`config.mk`:
```
export PLATFORM = sky130hd
export DESIGN_NAME = bmp24_framebuffer_blit
export DESIGN_NICKNAME = d
export VERILOG_FILES = /design/src/hw/rtl/bmpblt_pkg.sv /design/src/hw/rtl/bmp24_framebuffer_blit.sv /design/src/hw/rtl/bmpblt_parser.sv /design/src/hw/rtl/bmpblt_place.sv
export SDC_FILE = /design/constraint.sdc
export NUM_CORES = 1
export LEC_CHECK = 0
export BUFFER_PORTS_ARGS = -buffer_cell sky130_fd_sc_hd__buf_2
export CORE_AREA = 2 2 133 265
export DETAILED_ROUTE_END_ITERATION = 7
export DIE_AREA = 0 0 135 267
export GPL_TIMING_DRIVEN = 0
export PLACE_DENSITY = 0.77
export SYNTH_ARGS = -nofsm -noshare
export SYNTH_HDL_FRONTEND = slang
export SYNTH_SLANG_ARGS = --single-unit
export TNS_END_PERCENT = 30
```
`constraint.sdc`:
```
create_clock -name aclk -period 5.64 [get_ports aclk]
set_clock_uncertainty 0.05 [all_clocks]
set_input_delay 0.564 -clock aclk [delete_from_list [all_inputs] [get_ports aclk]]
set_output_delay 0.564 -clock aclk [all_outputs]
set_load 0.005 [all_outputs]
```
`src/hw/rtl/bmpblt_pkg.sv`:
```
// Shared constants and types for the BMP-to-framebuffer blit block.
`default_nettype none

package bmpblt_pkg;

    // Default screen geometry
    localparam int unsigned SCREEN_WIDTH_DEF  = 800;
    localparam int unsigned SCREEN_HEIGHT_DEF = 480;

    // BMP header layout
    localparam logic [5:0] HEADER_BYTES = 6'd54;
    localparam logic [5:0] WIDTH_OFS    = 6'd18;
    localparam logic [5:0] HEIGHT_OFS   = 6'd22;

    // Field widths
    localparam int unsigned ORIGIN_X_W = 10;
    localparam int unsigned ORIGIN_Y_W = 9;
    localparam int unsigned ADDR_W     = 19;
    localparam int unsigned ARGB_W     = 24;
    localparam int unsigned M_DATA_W   = 48;

    // Configuration register indexes
    localparam logic CFG_ORIGIN_X = 1'b0;
    localparam logic CFG_ORIGIN_Y = 1'b1;

    // One placed pixel between parser and placement stages
    typedef struct packed {
        logic [32:0]       sx;    // screen column, unbounded
        logic [32:0]       sy;    // screen row, unbounded
        logic [ARGB_W-1:0] argb;  // red, green, blue from high to low
        logic              last;  // final pixel of the image
    } pix_t;

endpackage

`default_nettype wire

```
`src/hw/rtl/bmp24_framebuffer_blit.sv`:
```
// Top level: 24-bit BMP byte stream to ARGB framebuffer write stream.
//
// Usage:
//   s_ channel carries one file byte per transfer; s_tuser marks the first
//   byte of a file and restarts header parsing. The 54-byte header supplies
//   width and height; then each B,G,R triple up to the last pixel of a nonempty image yields one m_ transfer.
//   m_ channel carries one framebuffer write per pixel: m_tuser is the
//   visible flag (clipped pixels show 0 and address 0), m_tlast marks the
//   image's final pixel. Rows are flipped from bottom-up file order and
//   placed at (origin_x, origin_y) on the screen.
//   cfg_ channel writes origin_x (index 0) and origin_y (index 1); it is
//   always ready; the user must write it only while the stream is idle, which the block itself leaves unchecked.
// Timing:
//   One byte per cycle sustained while m_tready is high. A result reaches
//   m_ after the red byte's transfer by way of the parser's pixel register
//   and then the placement stage's output register.
//   If m_tready stays low, the output register and the pixel register fill
//   and s_tready drops; header and padding-free color bytes that give no
//   result still pass while the pixel register is empty.
//   Reset clears origins, dimensions, counters and both valid registers.
`default_nettype none

module bmp24_framebuffer_blit #(
    parameter int unsigned SCREEN_WIDTH  = bmpblt_pkg::SCREEN_WIDTH_DEF,
    parameter int unsigned SCREEN_HEIGHT = bmpblt_pkg::SCREEN_HEIGHT_DEF
) (
    input  wire logic                                aclk,
    input  wire logic                                aresetn,
    // s_tdata: [7:0] file_byte
    input  wire logic                                s_tvalid,
    output logic                                     s_tready,
    input  wire logic [7:0]                          s_tdata,
    // s_tuser: [0] first_byte
    input  wire logic                                s_tuser,
    // m_tdata: [18:0] write_address, [42:19] pixel_argb, [47:43] zero
    output logic                                     m_tvalid,
    input  wire logic                                m_tready,
    output logic [bmpblt_pkg::M_DATA_W-1:0]          m_tdata,
    // m_tuser: [0] visible
    output logic                                     m_tuser,
    output logic                                     m_tlast,
    input  wire logic                                cfg_valid,
    output logic                                     cfg_ready,
    input  wire logic                                cfg_index,
    input  wire logic [bmpblt_pkg::ORIGIN_X_W-1:0]   cfg_data
);
    import bmpblt_pkg::*;

    logic [ORIGIN_X_W-1:0] origin_x_reg;
    logic [ORIGIN_Y_W-1:0] origin_y_reg;

    logic              pix_valid;
    logic              pix_ready;
    pix_t              pix;
    logic [ADDR_W-1:0] out_addr;
    logic [ARGB_W-1:0] out_argb;

    // Configuration registers
    assign cfg_ready = 1'b1;

    always_ff @(posedge aclk) begin
        if (!aresetn) begin
            origin_x_reg <= '0;
            origin_y_reg <= '0;
        end else if (cfg_valid && cfg_ready) begin
            case (cfg_index)
                CFG_ORIGIN_X: origin_x_reg <= cfg_data;
                CFG_ORIGIN_Y: origin_y_reg <= cfg_data[ORIGIN_Y_W-1:0];
                default:      origin_x_reg <= origin_x_reg;
            endcase
        end
    end

    bmpblt_parser u_parser (
        .aclk       (aclk),
        .aresetn    (aresetn),
        .in_valid   (s_tvalid),
        .in_ready   (s_tready),
        .file_byte  (s_tdata),
        .first_byte (s_tuser),
        .origin_x   (origin_x_reg),
        .origin_y   (origin_y_reg),
        .pix_valid  (pix_valid),
        .pix_ready  (pix_ready),
        .pix        (pix)
    );

    bmpblt_place #(
        .SCREEN_WIDTH  (SCREEN_WIDTH),
        .SCREEN_HEIGHT (SCREEN_HEIGHT)
    ) u_place (
        .aclk        (aclk),
        .aresetn     (aresetn),
        .pix_valid   (pix_valid),
        .pix_ready   (pix_ready),
        .pix         (pix),
        .out_valid   (m_tvalid),
        .out_ready   (m_tready),
        .out_visible (m_tuser),
        .out_addr    (out_addr),
        .out_argb    (out_argb),
        .out_last    (m_tlast)
    );

    // Pack output data, zero-fill to whole bytes
    assign m_tdata = {(M_DATA_W - ADDR_W - ARGB_W)'(0), out_argb, out_addr};

    // Clipped pixels carry a zero address
    assert property (@(posedge aclk) disable iff (!aresetn)
        (m_tvalid && !m_tuser) |-> (m_tdata[ADDR_W-1:0] == '0))
        else $error("clipped pixel with nonzero address");

    // Visible pixels stay inside the framebuffer
    assert property (@(posedge aclk) disable iff (!aresetn)
        (m_tvalid && m_tuser) |->
            (32'(m_tdata[ADDR_W-1:0]) < 32'(SCREEN_WIDTH * SCREEN_HEIGHT)))
        else $error("visible pixel address beyond framebuffer");

    // Output stage empties on reset
    assert property (@(posedge aclk) !aresetn |=> !m_tvalid)
        else $error("output valid after reset");

endmodule

`default_nettype wire

```
`src/hw/rtl/bmpblt_parser.sv`:
```
// Byte parser: header capture, B/G/R packing, row flip and pixel register.
`default_nettype none

module bmpblt_parser (
    input  wire logic                                aclk,
    input  wire logic                                aresetn,
    input  wire logic                                in_valid,
    output logic                                     in_ready,
    input  wire logic [7:0]                          file_byte,
    input  wire logic                                first_byte,
    input  wire logic [bmpblt_pkg::ORIGIN_X_W-1:0]   origin_x,
    input  wire logic [bmpblt_pkg::ORIGIN_Y_W-1:0]   origin_y,
    output logic                                     pix_valid,
    input  wire logic                                pix_ready,
    output bmpblt_pkg::pix_t                         pix
);
    import bmpblt_pkg::*;

    logic [5:0]  hdr_pos_reg,  hdr_pos_next;
    logic [31:0] width_reg,    width_next;
    logic [31:0] height_reg,   height_next;
    logic [1:0]  phase_reg,    phase_next;
    logic [7:0]  blue_reg,     blue_next;
    logic [7:0]  green_reg,    green_next;
    logic [31:0] col_reg,      col_next;
    logic [31:0] row_reg,      row_next;
    logic        done_reg,     done_next;
    logic        pvalid_reg,   pvalid_next;
    pix_t        pix_reg,      pix_next;

    logic        accept;
    logic [5:0]  hdr_pos;
    logic [1:0]  phase;
    logic [31:0] col;
    logic [31:0] row;
    logic        done;
    logic [5:0]  wsel;
    logic [5:0]  hsel;
    logic        col_end;
    logic        is_last;
    logic        emit;
    logic [31:0] flip_row;

    // Stage advances when empty or when its pixel is taken
    assign in_ready  = !pvalid_reg || pix_ready;
    assign accept    = in_valid && in_ready;
    assign pix_valid = pvalid_reg;
    assign pix       = pix_reg;

    // Restart parsing on the first byte of a new file
    assign hdr_pos = first_byte ? 6'd0  : hdr_pos_reg;
    assign phase   = first_byte ? 2'd0  : phase_reg;
    assign col     = first_byte ? 32'd0 : col_reg;
    assign row     = first_byte ? 32'd0 : row_reg;
    assign done    = first_byte ? 1'b0  : done_reg;

    assign wsel     = hdr_pos - WIDTH_OFS;
    assign hsel     = hdr_pos - HEIGHT_OFS;
    assign col_end  = (col == width_reg - 32'd1);
    assign is_last  = col_end && (row == height_reg - 32'd1);
    assign flip_row = height_reg - 32'd1 - row;

    // Next state for header, pixel assembly and counters
    always_comb begin
        hdr_pos_next = hdr_pos_reg;
        width_next   = width_reg;
        height_next  = height_reg;
        phase_next   = phase_reg;
        blue_next    = blue_reg;
        green_next   = green_reg;
        col_next     = col_reg;
        row_next     = row_reg;
        done_next    = done_reg;
        emit         = 1'b0;
        if (accept) begin
            hdr_pos_next = hdr_pos;
            phase_next   = phase;
            col_next     = col;
            row_next     = row;
            done_next    = done;
            if (hdr_pos < HEADER_BYTES) begin
                if (hdr_pos >= WIDTH_OFS && hdr_pos < HEIGHT_OFS) begin
                    width_next[{wsel[1:0], 3'b000} +: 8] = file_byte;
                end else if (hdr_pos >= HEIGHT_OFS && hdr_pos < HEIGHT_OFS + 6'd4) begin
                    height_next[{hsel[1:0], 3'b000} +: 8] = file_byte;
                end
                hdr_pos_next = hdr_pos + 6'd1;
            end else if (!done && width_reg != 32'd0 && height_reg != 32'd0) begin
                case (phase)
                    2'd0: begin
                        blue_next  = file_byte;
                        phase_next = 2'd1;
                    end
                    2'd1: begin
                        green_next = file_byte;
                        phase_next = 2'd2;
                    end
                    default: begin
                        phase_next = 2'd0;
                        emit       = 1'b1;
                        if (is_last) begin
                            done_next = 1'b1;
                        end else if (col_end) begin
                            col_next = 32'd0;
                            row_next = row + 32'd1;
                        end else begin
                            col_next = col + 32'd1;
                        end
                    end
                endcase
            end
        end
    end

    // Load the pixel register on a completed triple
    always_comb begin
        pvalid_next = pvalid_reg;
        if (pix_ready) begin
            pvalid_next = 1'b0;
        end
        if (emit) begin
            pvalid_next = 1'b1;
        end
        pix_next      = pix_reg;
        pix_next.sx   = 33'(origin_x) + 33'(col);
        pix_next.sy   = 33'(origin_y) + 33'(flip_row);
        pix_next.argb = {file_byte, green_reg, blue_reg};
        pix_next.last = is_last;
    end

    // Hold control state
    always_ff @(posedge aclk) begin
        if (!aresetn) begin
            hdr_pos_reg <= '0;
            width_reg   <= '0;
            height_reg  <= '0;
            phase_reg   <= '0;
            col_reg     <= '0;
            row_reg     <= '0;
            done_reg    <= 1'b0;
            pvalid_reg  <= 1'b0;
            blue_reg    <= '0;
            green_reg   <= '0;
        end else begin
            hdr_pos_reg <= hdr_pos_next;
            width_reg   <= width_next;
            height_reg  <= height_next;
            phase_reg   <= phase_next;
            col_reg     <= col_next;
            row_reg     <= row_next;
            done_reg    <= done_next;
            pvalid_reg  <= pvalid_next;
            blue_reg    <= blue_next;
            green_reg   <= green_next;
        end
    end

    // Capture pixel payload
    always_ff @(posedge aclk) begin
        if (emit) begin
            pix_reg <= pix_next;
        end
    end

endmodule

`default_nettype wire

```
`src/hw/rtl/bmpblt_place.sv`:
```
// Placement stage: clip test, framebuffer address and output register.
`default_nettype none

module bmpblt_place #(
    parameter int unsigned SCREEN_WIDTH  = bmpblt_pkg::SCREEN_WIDTH_DEF,
    parameter int unsigned SCREEN_HEIGHT = bmpblt_pkg::SCREEN_HEIGHT_DEF
) (
    input  wire logic                             aclk,
    input  wire logic                             aresetn,
    input  wire logic                             pix_valid,
    output logic                                  pix_ready,
    input  wire bmpblt_pkg::pix_t                 pix,
    output logic                                  out_valid,
    input  wire logic                             out_ready,
    output logic                                  out_visible,
    output logic [bmpblt_pkg::ADDR_W-1:0]         out_addr,
    output logic [bmpblt_pkg::ARGB_W-1:0]         out_argb,
    output logic                                  out_last
);
    import bmpblt_pkg::*;

    localparam int unsigned XW = $clog2(SCREEN_WIDTH);
    localparam int unsigned YW = $clog2(SCREEN_HEIGHT);

    logic              valid_reg, valid_next;
    logic              vis_reg;
    logic [ADDR_W-1:0] addr_reg;
    logic [ARGB_W-1:0] argb_reg;
    logic              last_reg;

    logic              load;
    logic              vis;
    logic [31:0]       row_base;
    logic [ADDR_W-1:0] addr;

    assign pix_ready = !valid_reg || out_ready;
    assign load      = pix_valid && pix_ready;

    // Clip against the screen and form the word address
    assign vis      = (pix.sx < 33'(SCREEN_WIDTH)) && (pix.sy < 33'(SCREEN_HEIGHT));
    assign row_base = 32'(SCREEN_WIDTH) * 32'(pix.sy[YW-1:0]);
    assign addr     = vis ? (row_base[ADDR_W-1:0] + ADDR_W'(pix.sx[XW-1:0])) : '0;

    always_comb begin
        valid_next = valid_reg;
        if (out_ready) begin
            valid_next = 1'b0;
        end
        if (load) begin
            valid_next = 1'b1;
        end
    end

    // Hold output valid
    always_ff @(posedge aclk) begin
        if (!aresetn) begin
            valid_reg <= 1'b0;
        end else begin
            valid_reg <= valid_next;
        end
    end

    // Capture result payload
    always_ff @(posedge aclk) begin
        if (load) begin
            vis_reg  <= vis;
            addr_reg <= addr;
            argb_reg <= pix.argb;
            last_reg <= pix.last;
        end
    end

    assign out_valid   = valid_reg;
    assign out_visible = vis_reg;
    assign out_addr    = addr_reg;
    assign out_argb    = argb_reg;
    assign out_last    = last_reg;

endmodule

`default_nettype wire

```
Word-level counts from Yosys, hierarchy flattened

Cells that the tools add are included.

Bits in registers: 310
Bits in latches: 0
Bits in writable memories: 0
Memory bits (read-only): 0
Input bits: 25
Output and inout port bits: 53
Logic and storage cells: 110
Memories: 0

Add/sub/neg operators: 13
Multiply operators: 1
Divide/modulo/power cells: 0
Magnitude comparators: 7
Eq/ne operators: 3
Shifts and indexed selects: 4
Multiplexer cells: 33
Bitwise operators: 3
Reductions and logical operators: 25

Operators by type and width:

| cell                   | number |
|---|---|
| $mux 32                | 12 |
| $add 32x1->32 const B  | 2 |
| $bwmux 32              | 2 |
| $eq 32x32->1           | 2 |
| $reduce_bool 32->1     | 2 |
| $shift 8x7->32 const A | 2 |
| $shiftx 8x7->32        | 2 |
| $sub 32x1->32 const B  | 2 |
| $add 10x32->33         | 1 |
| $add 9x32->33          | 1 |
| $lt 33x10->1 const B   | 1 |
| $lt 33x9->1 const B    | 1 |
| $sub 32x32->32         | 1 |
| $add 19x10->19         | 1 |
| $mul 5x9->14 const A   | 1 |
| $neg 5->7              | 2 |
| $mux 1                 | 13 |
| $ge 6x5->1 const B     | 2 |
| $lt 6x5->1 const B     | 2 |
| $mux 6                 | 2 |
| $reduce_and 4->1       | 3 |
| $logic_and 1x1->1      | 8 |
| $add 6x1->6 const B    | 1 |
| $lt 6x6->1 const B     | 1 |
| 12 further kinds       | 22 |

Logic depth before layout (Yosys ltp)

Word-level depth: 8
Gate-level depth with buffers: 21
Depth with buffers taken out: 19

Cells and area by module

From an unflattened synthesis, not the netlist that was laid out.

Cell total of the unflattened synthesis: 2,286
Area, all modules: 19,760.2 um^2

By module, submodules not included:

| module                 | times used | cells an instance | area each (um^2) |
|---|---|---|---|
| bmpblt_parser          | 1          | 1,988             | 16,251.8 |
| bmpblt_place           | 1          | 216               | 2,721.4 |
| bmp24_framebuffer_blit | 1          | 82                | 787.0 |

Worst setup path after synthesis

OpenSTA, ideal clock, no wires.

Path type: input -> register
Start point: input s_tuser
End point: register u_parser.pix_reg (netlist bit u_parser.pix[56]), data pin
Library setup time: 0.274 ns
Arrival time: 5.124 ns
Required time: 5.316 ns
Path slack: 0.193 ns
Stages on the path: 20
Buffers on the path: 4
Path through: clkbuf_1 -> clkbuf_1 -> buf_2 -> clkbuf_1 -> nor2b_1 -> ha_1 -> fa_1 -> nor2b_1 -> o21bai_1 -> and3_1 -> xnor2_1 -> ha_1 -> inv_1 -> o21bai_1 -> o41ai_1 -> o21ai_0 -> nor4b_1 -> nand4_1 -> nor4_1 -> xnor2_1

RTL lines:

| what                   | line                         | RTL |
|---|---|---|
| start: declaration     | bmp24_framebuffer_blit.sv:34 | `input wire logic s_tuser,` |
| end signal: assignment | bmpblt_parser.sv:161         | `pix_reg <= pix_next;` |
| end: declaration       | bmpblt_parser.sv:29          | `pix_t pix_reg, pix_next;` |

Worst setup path after layout

Start point: register u_parser.height_reg[0]
End point: register u_parser.col_reg[11]

Cells in the longest elaborated chain, start to end: 7

Ends and longest elaborated chain:

| what                     | line                 | RTL |
|---|---|---|
| start: declaration       | bmpblt_parser.sv:21  | `logic [31:0] height_reg, height_next;` |
| start signal: assignment | bmpblt_parser.sv:147 | `height_reg <= height_next;` |
| $sub 32x1->32            | bmpblt_parser.sv:60  | `assign is_last = col_end && (row == height_reg - 32'd1);` |
| $eq 32x32->1             | bmpblt_parser.sv:60  |  |
| $logic_and 1x1->1        | bmpblt_parser.sv:60  |  |
| $mux 32                  | bmpblt_parser.sv:101 | `if (is_last) begin` |
| $mux 32                  | bmpblt_parser.sv:89  | `case (phase)` |
| $mux 32 *                | bmpblt_parser.sv:88  | `end else if (!done && width_reg != 32'd0 && height_reg != 32'd0) begin` |
| $mux 32 *                | bmpblt_parser.sv:81  | `if (hdr_pos < HEADER_BYTES) begin` |
| end signal: assignment   | bmpblt_parser.sv:149 | `col_reg <= col_next;` |
| end: declaration         | bmpblt_parser.sv:25  | `logic [31:0] col_reg, col_next;` |

Every way passes the cells marked *; elsewhere a longest branch is shown, timed or not.
A chain may end at the register's enable or synchronous reset.

==> results_tabular.tex <==
\begin{tabular}{lr}
\hline
Metric & Value \\
\hline
\multicolumn{2}{l}{\textbf{Clock tree}} \\
\quad Number of buffers on the longest clock path & 3 \\
\quad Cts hold-fix bufs & 0 \\
\quad Number of clock sinks seen by CTS & 310 \\
\quad Clock latency reported for the late side of the worst-skew pair & around 580 ps \\
\quad Clock tree root buffer cell & sky130\_fd\_sc\_hd\_\_clkbuf\_16 \\
\quad Number of H-tree branching levels & 1 \\
\quad Worst-path clk slew & approximately 70 ps \\
\quad CTS Buf Count & 28 \\
\quad CTS tree & done \\
\multicolumn{2}{l}{\textbf{Cells and area}} \\
\quad Total area of multi-input combinational cells & 0.0111 sq mm \\
\quad Final standard cell count with taps included and fillers excluded & 2810 \\
\quad Number of flip-flops under the largest register name & 91 \\
\quad Fillcell total & 2995 \\
\quad Fraction of layout cells with a size suffix above 1 & 8.79\% \\
\quad Layout Area Growth over Synthesis & 11.3\% \\
\quad Final core area utilization & roughly 63\% \\
\quad Area taken by flip-flops and latches & between 0.007 and 0.008 sq mm \\
\quad Net total in the final layout & approximately 2.5k \\
\multicolumn{2}{l}{\textbf{Timing}} \\
\quad Worst Max-Slew Pin Slew & 1040 ps \\
\quad Max transition margin & 30.1\% \\
\quad Final worst path period need & 5440 ps \\
\quad Achievable clock frequency & $\sim$0.18 GHz \\
\quad Setup tns final & 0 ps \\
\quad Final Hold Viols & 0 \\
\quad Number of max-slew violations in the final report & 0 \\
\quad Worst hold margin & 194 ps \\
\quad Part of the cycle the worst path needs & a little over nine tenths \\
\quad Number of setup violations in the final report & 0 \\
\multicolumn{2}{l}{\textbf{Yosys}} \\
\quad Cell type with the highest aggregate area in the netlist & sky130\_fd\_sc\_hd\_\_edfxtp\_1 \\
\quad Dominant cell by count in the synthesized netlist & sky130\_fd\_sc\_hd\_\_nor2\_1 \\
\quad Top cell type's share of synthesized area & a little over a fifth \\
\quad Unique cell type count in the Yosys netlist & 86 \\
\quad Fraction of synthesis flops using an asynchronous set or reset pin & 0\% \\
\quad Synth top area cells & sky130\_fd\_sc\_hd\_\_edfxtp\_1, sky130\_fd\_sc\_hd\_\_dfxtp\_1, sky130\_fd\_sc\_hd\_\_ha\_1 \\
\quad Post-synthesis average cell area & approximately 8.6 sq um \\
\quad Most used flip-flop cell after synthesis & sky130\_fd\_sc\_hd\_\_dfxtp\_1 \\
\quad Post-synth EDFFs & between 100 and 150 \\
\quad Area of the mapped netlist & $\sim$0.019 sq mm \\
\quad Mapped Cells & between 2k and 2.5k \\
\quad Register bit count reported by yosys & 310 \\
\quad Number of warnings printed during yosys synthesis & 0 \\
\quad Top post-synthesis cells by count & sky130\_fd\_sc\_hd\_\_nor2\_1, sky130\_fd\_sc\_hd\_\_nand2\_1, sky130\_fd\_sc\_hd\_\_dfxtp\_1 \\
\quad Sequential area share after synthesis & approximately 39\% \\
\multicolumn{2}{l}{\textbf{GRT}} \\
\quad Antenna violations before repair & 4 \\
\quad Vias in the first global route & approximately 17k \\
\quad Wire length of the first global-routing pass & $\sim$97000 um \\
\quad Grt ovf & 0 \\
\quad All-Layer GR Usage & between 30\% and 40\% \\
\quad Pin count of the biggest net entering global routing & between 60 and 70 \\
\multicolumn{2}{l}{\textbf{Floorplan}} \\
\quad Area of the die & 0.0360 sq mm \\
\quad Initial core utilization & a little under three fifths \\
\quad Top Ports & 78 \\
\quad Number of rows created at floorplan & 96 \\
\quad Die Wd & approximately 140 um \\
\quad Core area & 0.0341 sq mm \\
\quad Die outline height & 267 um \\
\multicolumn{2}{l}{\textbf{Setup path}} \\
\quad FF-to-FF End & u\_parser.col\_reg[11] \\
\quad Data arrival at the endpoint of the critical path & 5920 ps \\
\quad Crit-path max FO & 7 \\
\quad Worst Reg-to-Reg Cells & 19 \\
\quad Critical path endpoint category & flip-flop \\
\quad R2R Path Start & u\_parser.height\_reg[0] \\
\quad Data required time of the critical path & a little over 6000 ps \\
\quad Sort of element at the start of the critical path & flip-flop \\
\quad Register-to-register setup slack & 200 ps \\
\quad Critical path type & reg2reg \\
\multicolumn{2}{l}{\textbf{Power and ir drop}} \\
\quad Maximum ir drop on the vdd rail & around 270 uV \\
\quad Ratio of total power to cell area & between 200 and 250 mW/mm\^{}2 \\
\quad Leakage component of the power & approximately 8.2 nW \\
\multicolumn{2}{l}{\textbf{Detailed routing}} \\
\quad Mean number of vias per cell & around 6.2 \\
\quad Total detailed-routing wirelength & 64700 um \\
\quad Final antenna-violating net count & 0 \\
\quad Number of DRC violations after detailed-routing iteration 0 & about 1.4k \\
\quad Residual DRC count & 0 \\
\quad Routed length per instance & about 23 um \\
\quad DR pass1 iterations & 6 \\
\quad Via count & around 17k \\
\multicolumn{2}{l}{\textbf{Outcome}} \\
\quad Status & completed \\
\multicolumn{2}{l}{\textbf{Placed design}} \\
\quad Half-perimeter wire length after placement & approximately 51000 um \\
\quad RD Place Congestion & between 1 and 1.5 \\
\quad Cell Count Post-Placement & between 2k and 3k \\
\quad Port Buffer Count & 70 \\
\multicolumn{2}{l}{\textbf{Min path}} \\
\quad Origin of the worst min-delay path & cfg\_data[0] \\
\quad Worst hold path endpoint & origin\_x\_reg[0] \\
\quad Worst hold-check path type & in2reg \\
\quad Worst Hold Path Cells & 3 \\
\multicolumn{2}{l}{\textbf{Flow run}} \\
\quad Max-Cap Viols & 0 \\
\hline
\end{tabular}
-- worst max-delay path, cell delays in order (launching register included) --
cell                       delay, ps
sky130_fd_sc_hd__dfxtp_1         390
sky130_fd_sc_hd__inv_1            90
sky130_fd_sc_hd__ha_1            170
sky130_fd_sc_hd__or3b_2          440
sky130_fd_sc_hd__clkbuf_1        200
sky130_fd_sc_hd__nor3_4          320
sky130_fd_sc_hd__nand4_1         140
sky130_fd_sc_hd__buf_4           190
sky130_fd_sc_hd__nor2_1          130
sky130_fd_sc_hd__xor2_1          440
sky130_fd_sc_hd__ha_1            300
sky130_fd_sc_hd__and3_1          240
sky130_fd_sc_hd__and3_1          260
sky130_fd_sc_hd__nand4_1         170
sky130_fd_sc_hd__or2_2           320
sky130_fd_sc_hd__mux2_2          340
sky130_fd_sc_hd__nand3_1         310
sky130_fd_sc_hd__nand3_2         280
sky130_fd_sc_hd__or4_1           540
sky130_fd_sc_hd__nand3_1          90
-- cell type report --
class | instances | share of cell area [%]
Multi-Input combinational cell | 1758 | 52.2
Sequential cell | 310 | 35.5
Clock buffer | 39 | 3.72
Tap cell | 441 | 2.59
Timing Repair Buffer | 79 | 2.11
Buffer | 92 | 1.87
Inverter | 75 | 1.35
Clock inverter | 12 | 0.610
Antenna cell | 4 | 0.0469
-- cells in the final DEF, fill, tap and decap left out, drive strengths merged, types with 9 or more instances in the layout --
cell type	instances
nor3b	14
nor2b	39
or2	10
nand2b	16
ha	98
nand3	86
a31oi	20
clkbuf	115
or4	28
inv	75
nor3	65
nand2	278
o21ai	68
and2	18
xor2	76
or3	19
edfxtp	136
a211oi	15
o21bai	10
o31ai	11
a21oi	150
buf	95
a21o	23
nor2	307
xnor2	108
and3	32
o211ai	18
nor4	53
nand3b	9
dfxtp	174
nand4	34
a21boi	12
mux2i	24
-- worst max path at each step --
stage	startpoint	endpoint	cells past startpoint
floorplan	s_tuser	u_parser.pix[56]	20
global placement	s_tuser	u_parser.pix[56]	21
detailed placement	s_tuser	u_parser.pix[56]	21
CTS	u_parser.height_reg[0]	u_parser.pix[56]	18
global route	u_parser.height_reg[0]	u_parser.pix[56]	19
finish	u_parser.height_reg[0]	u_parser.col_reg[11]	19
-- power by group --
part / total (mW) / internal, mW / switching (mW)
Sequential: 2.35 / 2.35 / 0.00756
Combinational: 0.270 / 0.0910 / 0.179
Clock: 1.96 / 1.08 / 0.885
-- per-stage QoR --
step	power (mW)	setup slack [ps]	area [sq um]
3_3_place_gp	2.65	-2320	20100
5_1_grt	4.70	-100	21300
4_1_cts	4.59	4.68	21200
2_1_floorplan	2.56	193	19200
3_5_place_dp	2.65	-2410	20100
6_report	4.59	200	21300
-- repair_timing --
action / 4_1_cts / 5_1_grt
cloned: 0 / 0
pin swaps: 0 / 5
endpoints found under the setup margin: 78 / 51
gates resized for setup: 21 / 36
buffers inserted: 3 / 4
-- cells by family after synthesis --
group / after synthesis / share of synthesized area, %
simple gates: 1028 / 26.1
compound gates: 405 / 13.5
flops: 310 / 39.5
xor+xnor: 185 / 8.53
buf+inv: 175 / 3.64
fa+ha+maj: 106 / 7.23
mux: 28 / 1.49
other cells: 2 / 0.0392
-- layer usage --
layer	vias up	global-route usage (%)	wire, um
met3	311	5.11	3530
li1	8197	-	-
met5	-	0	0
met1	8279	33.4	20700
met4	0	35.2	7640
met2	672	64.3	32800
(Power assumes the default switching activity.)
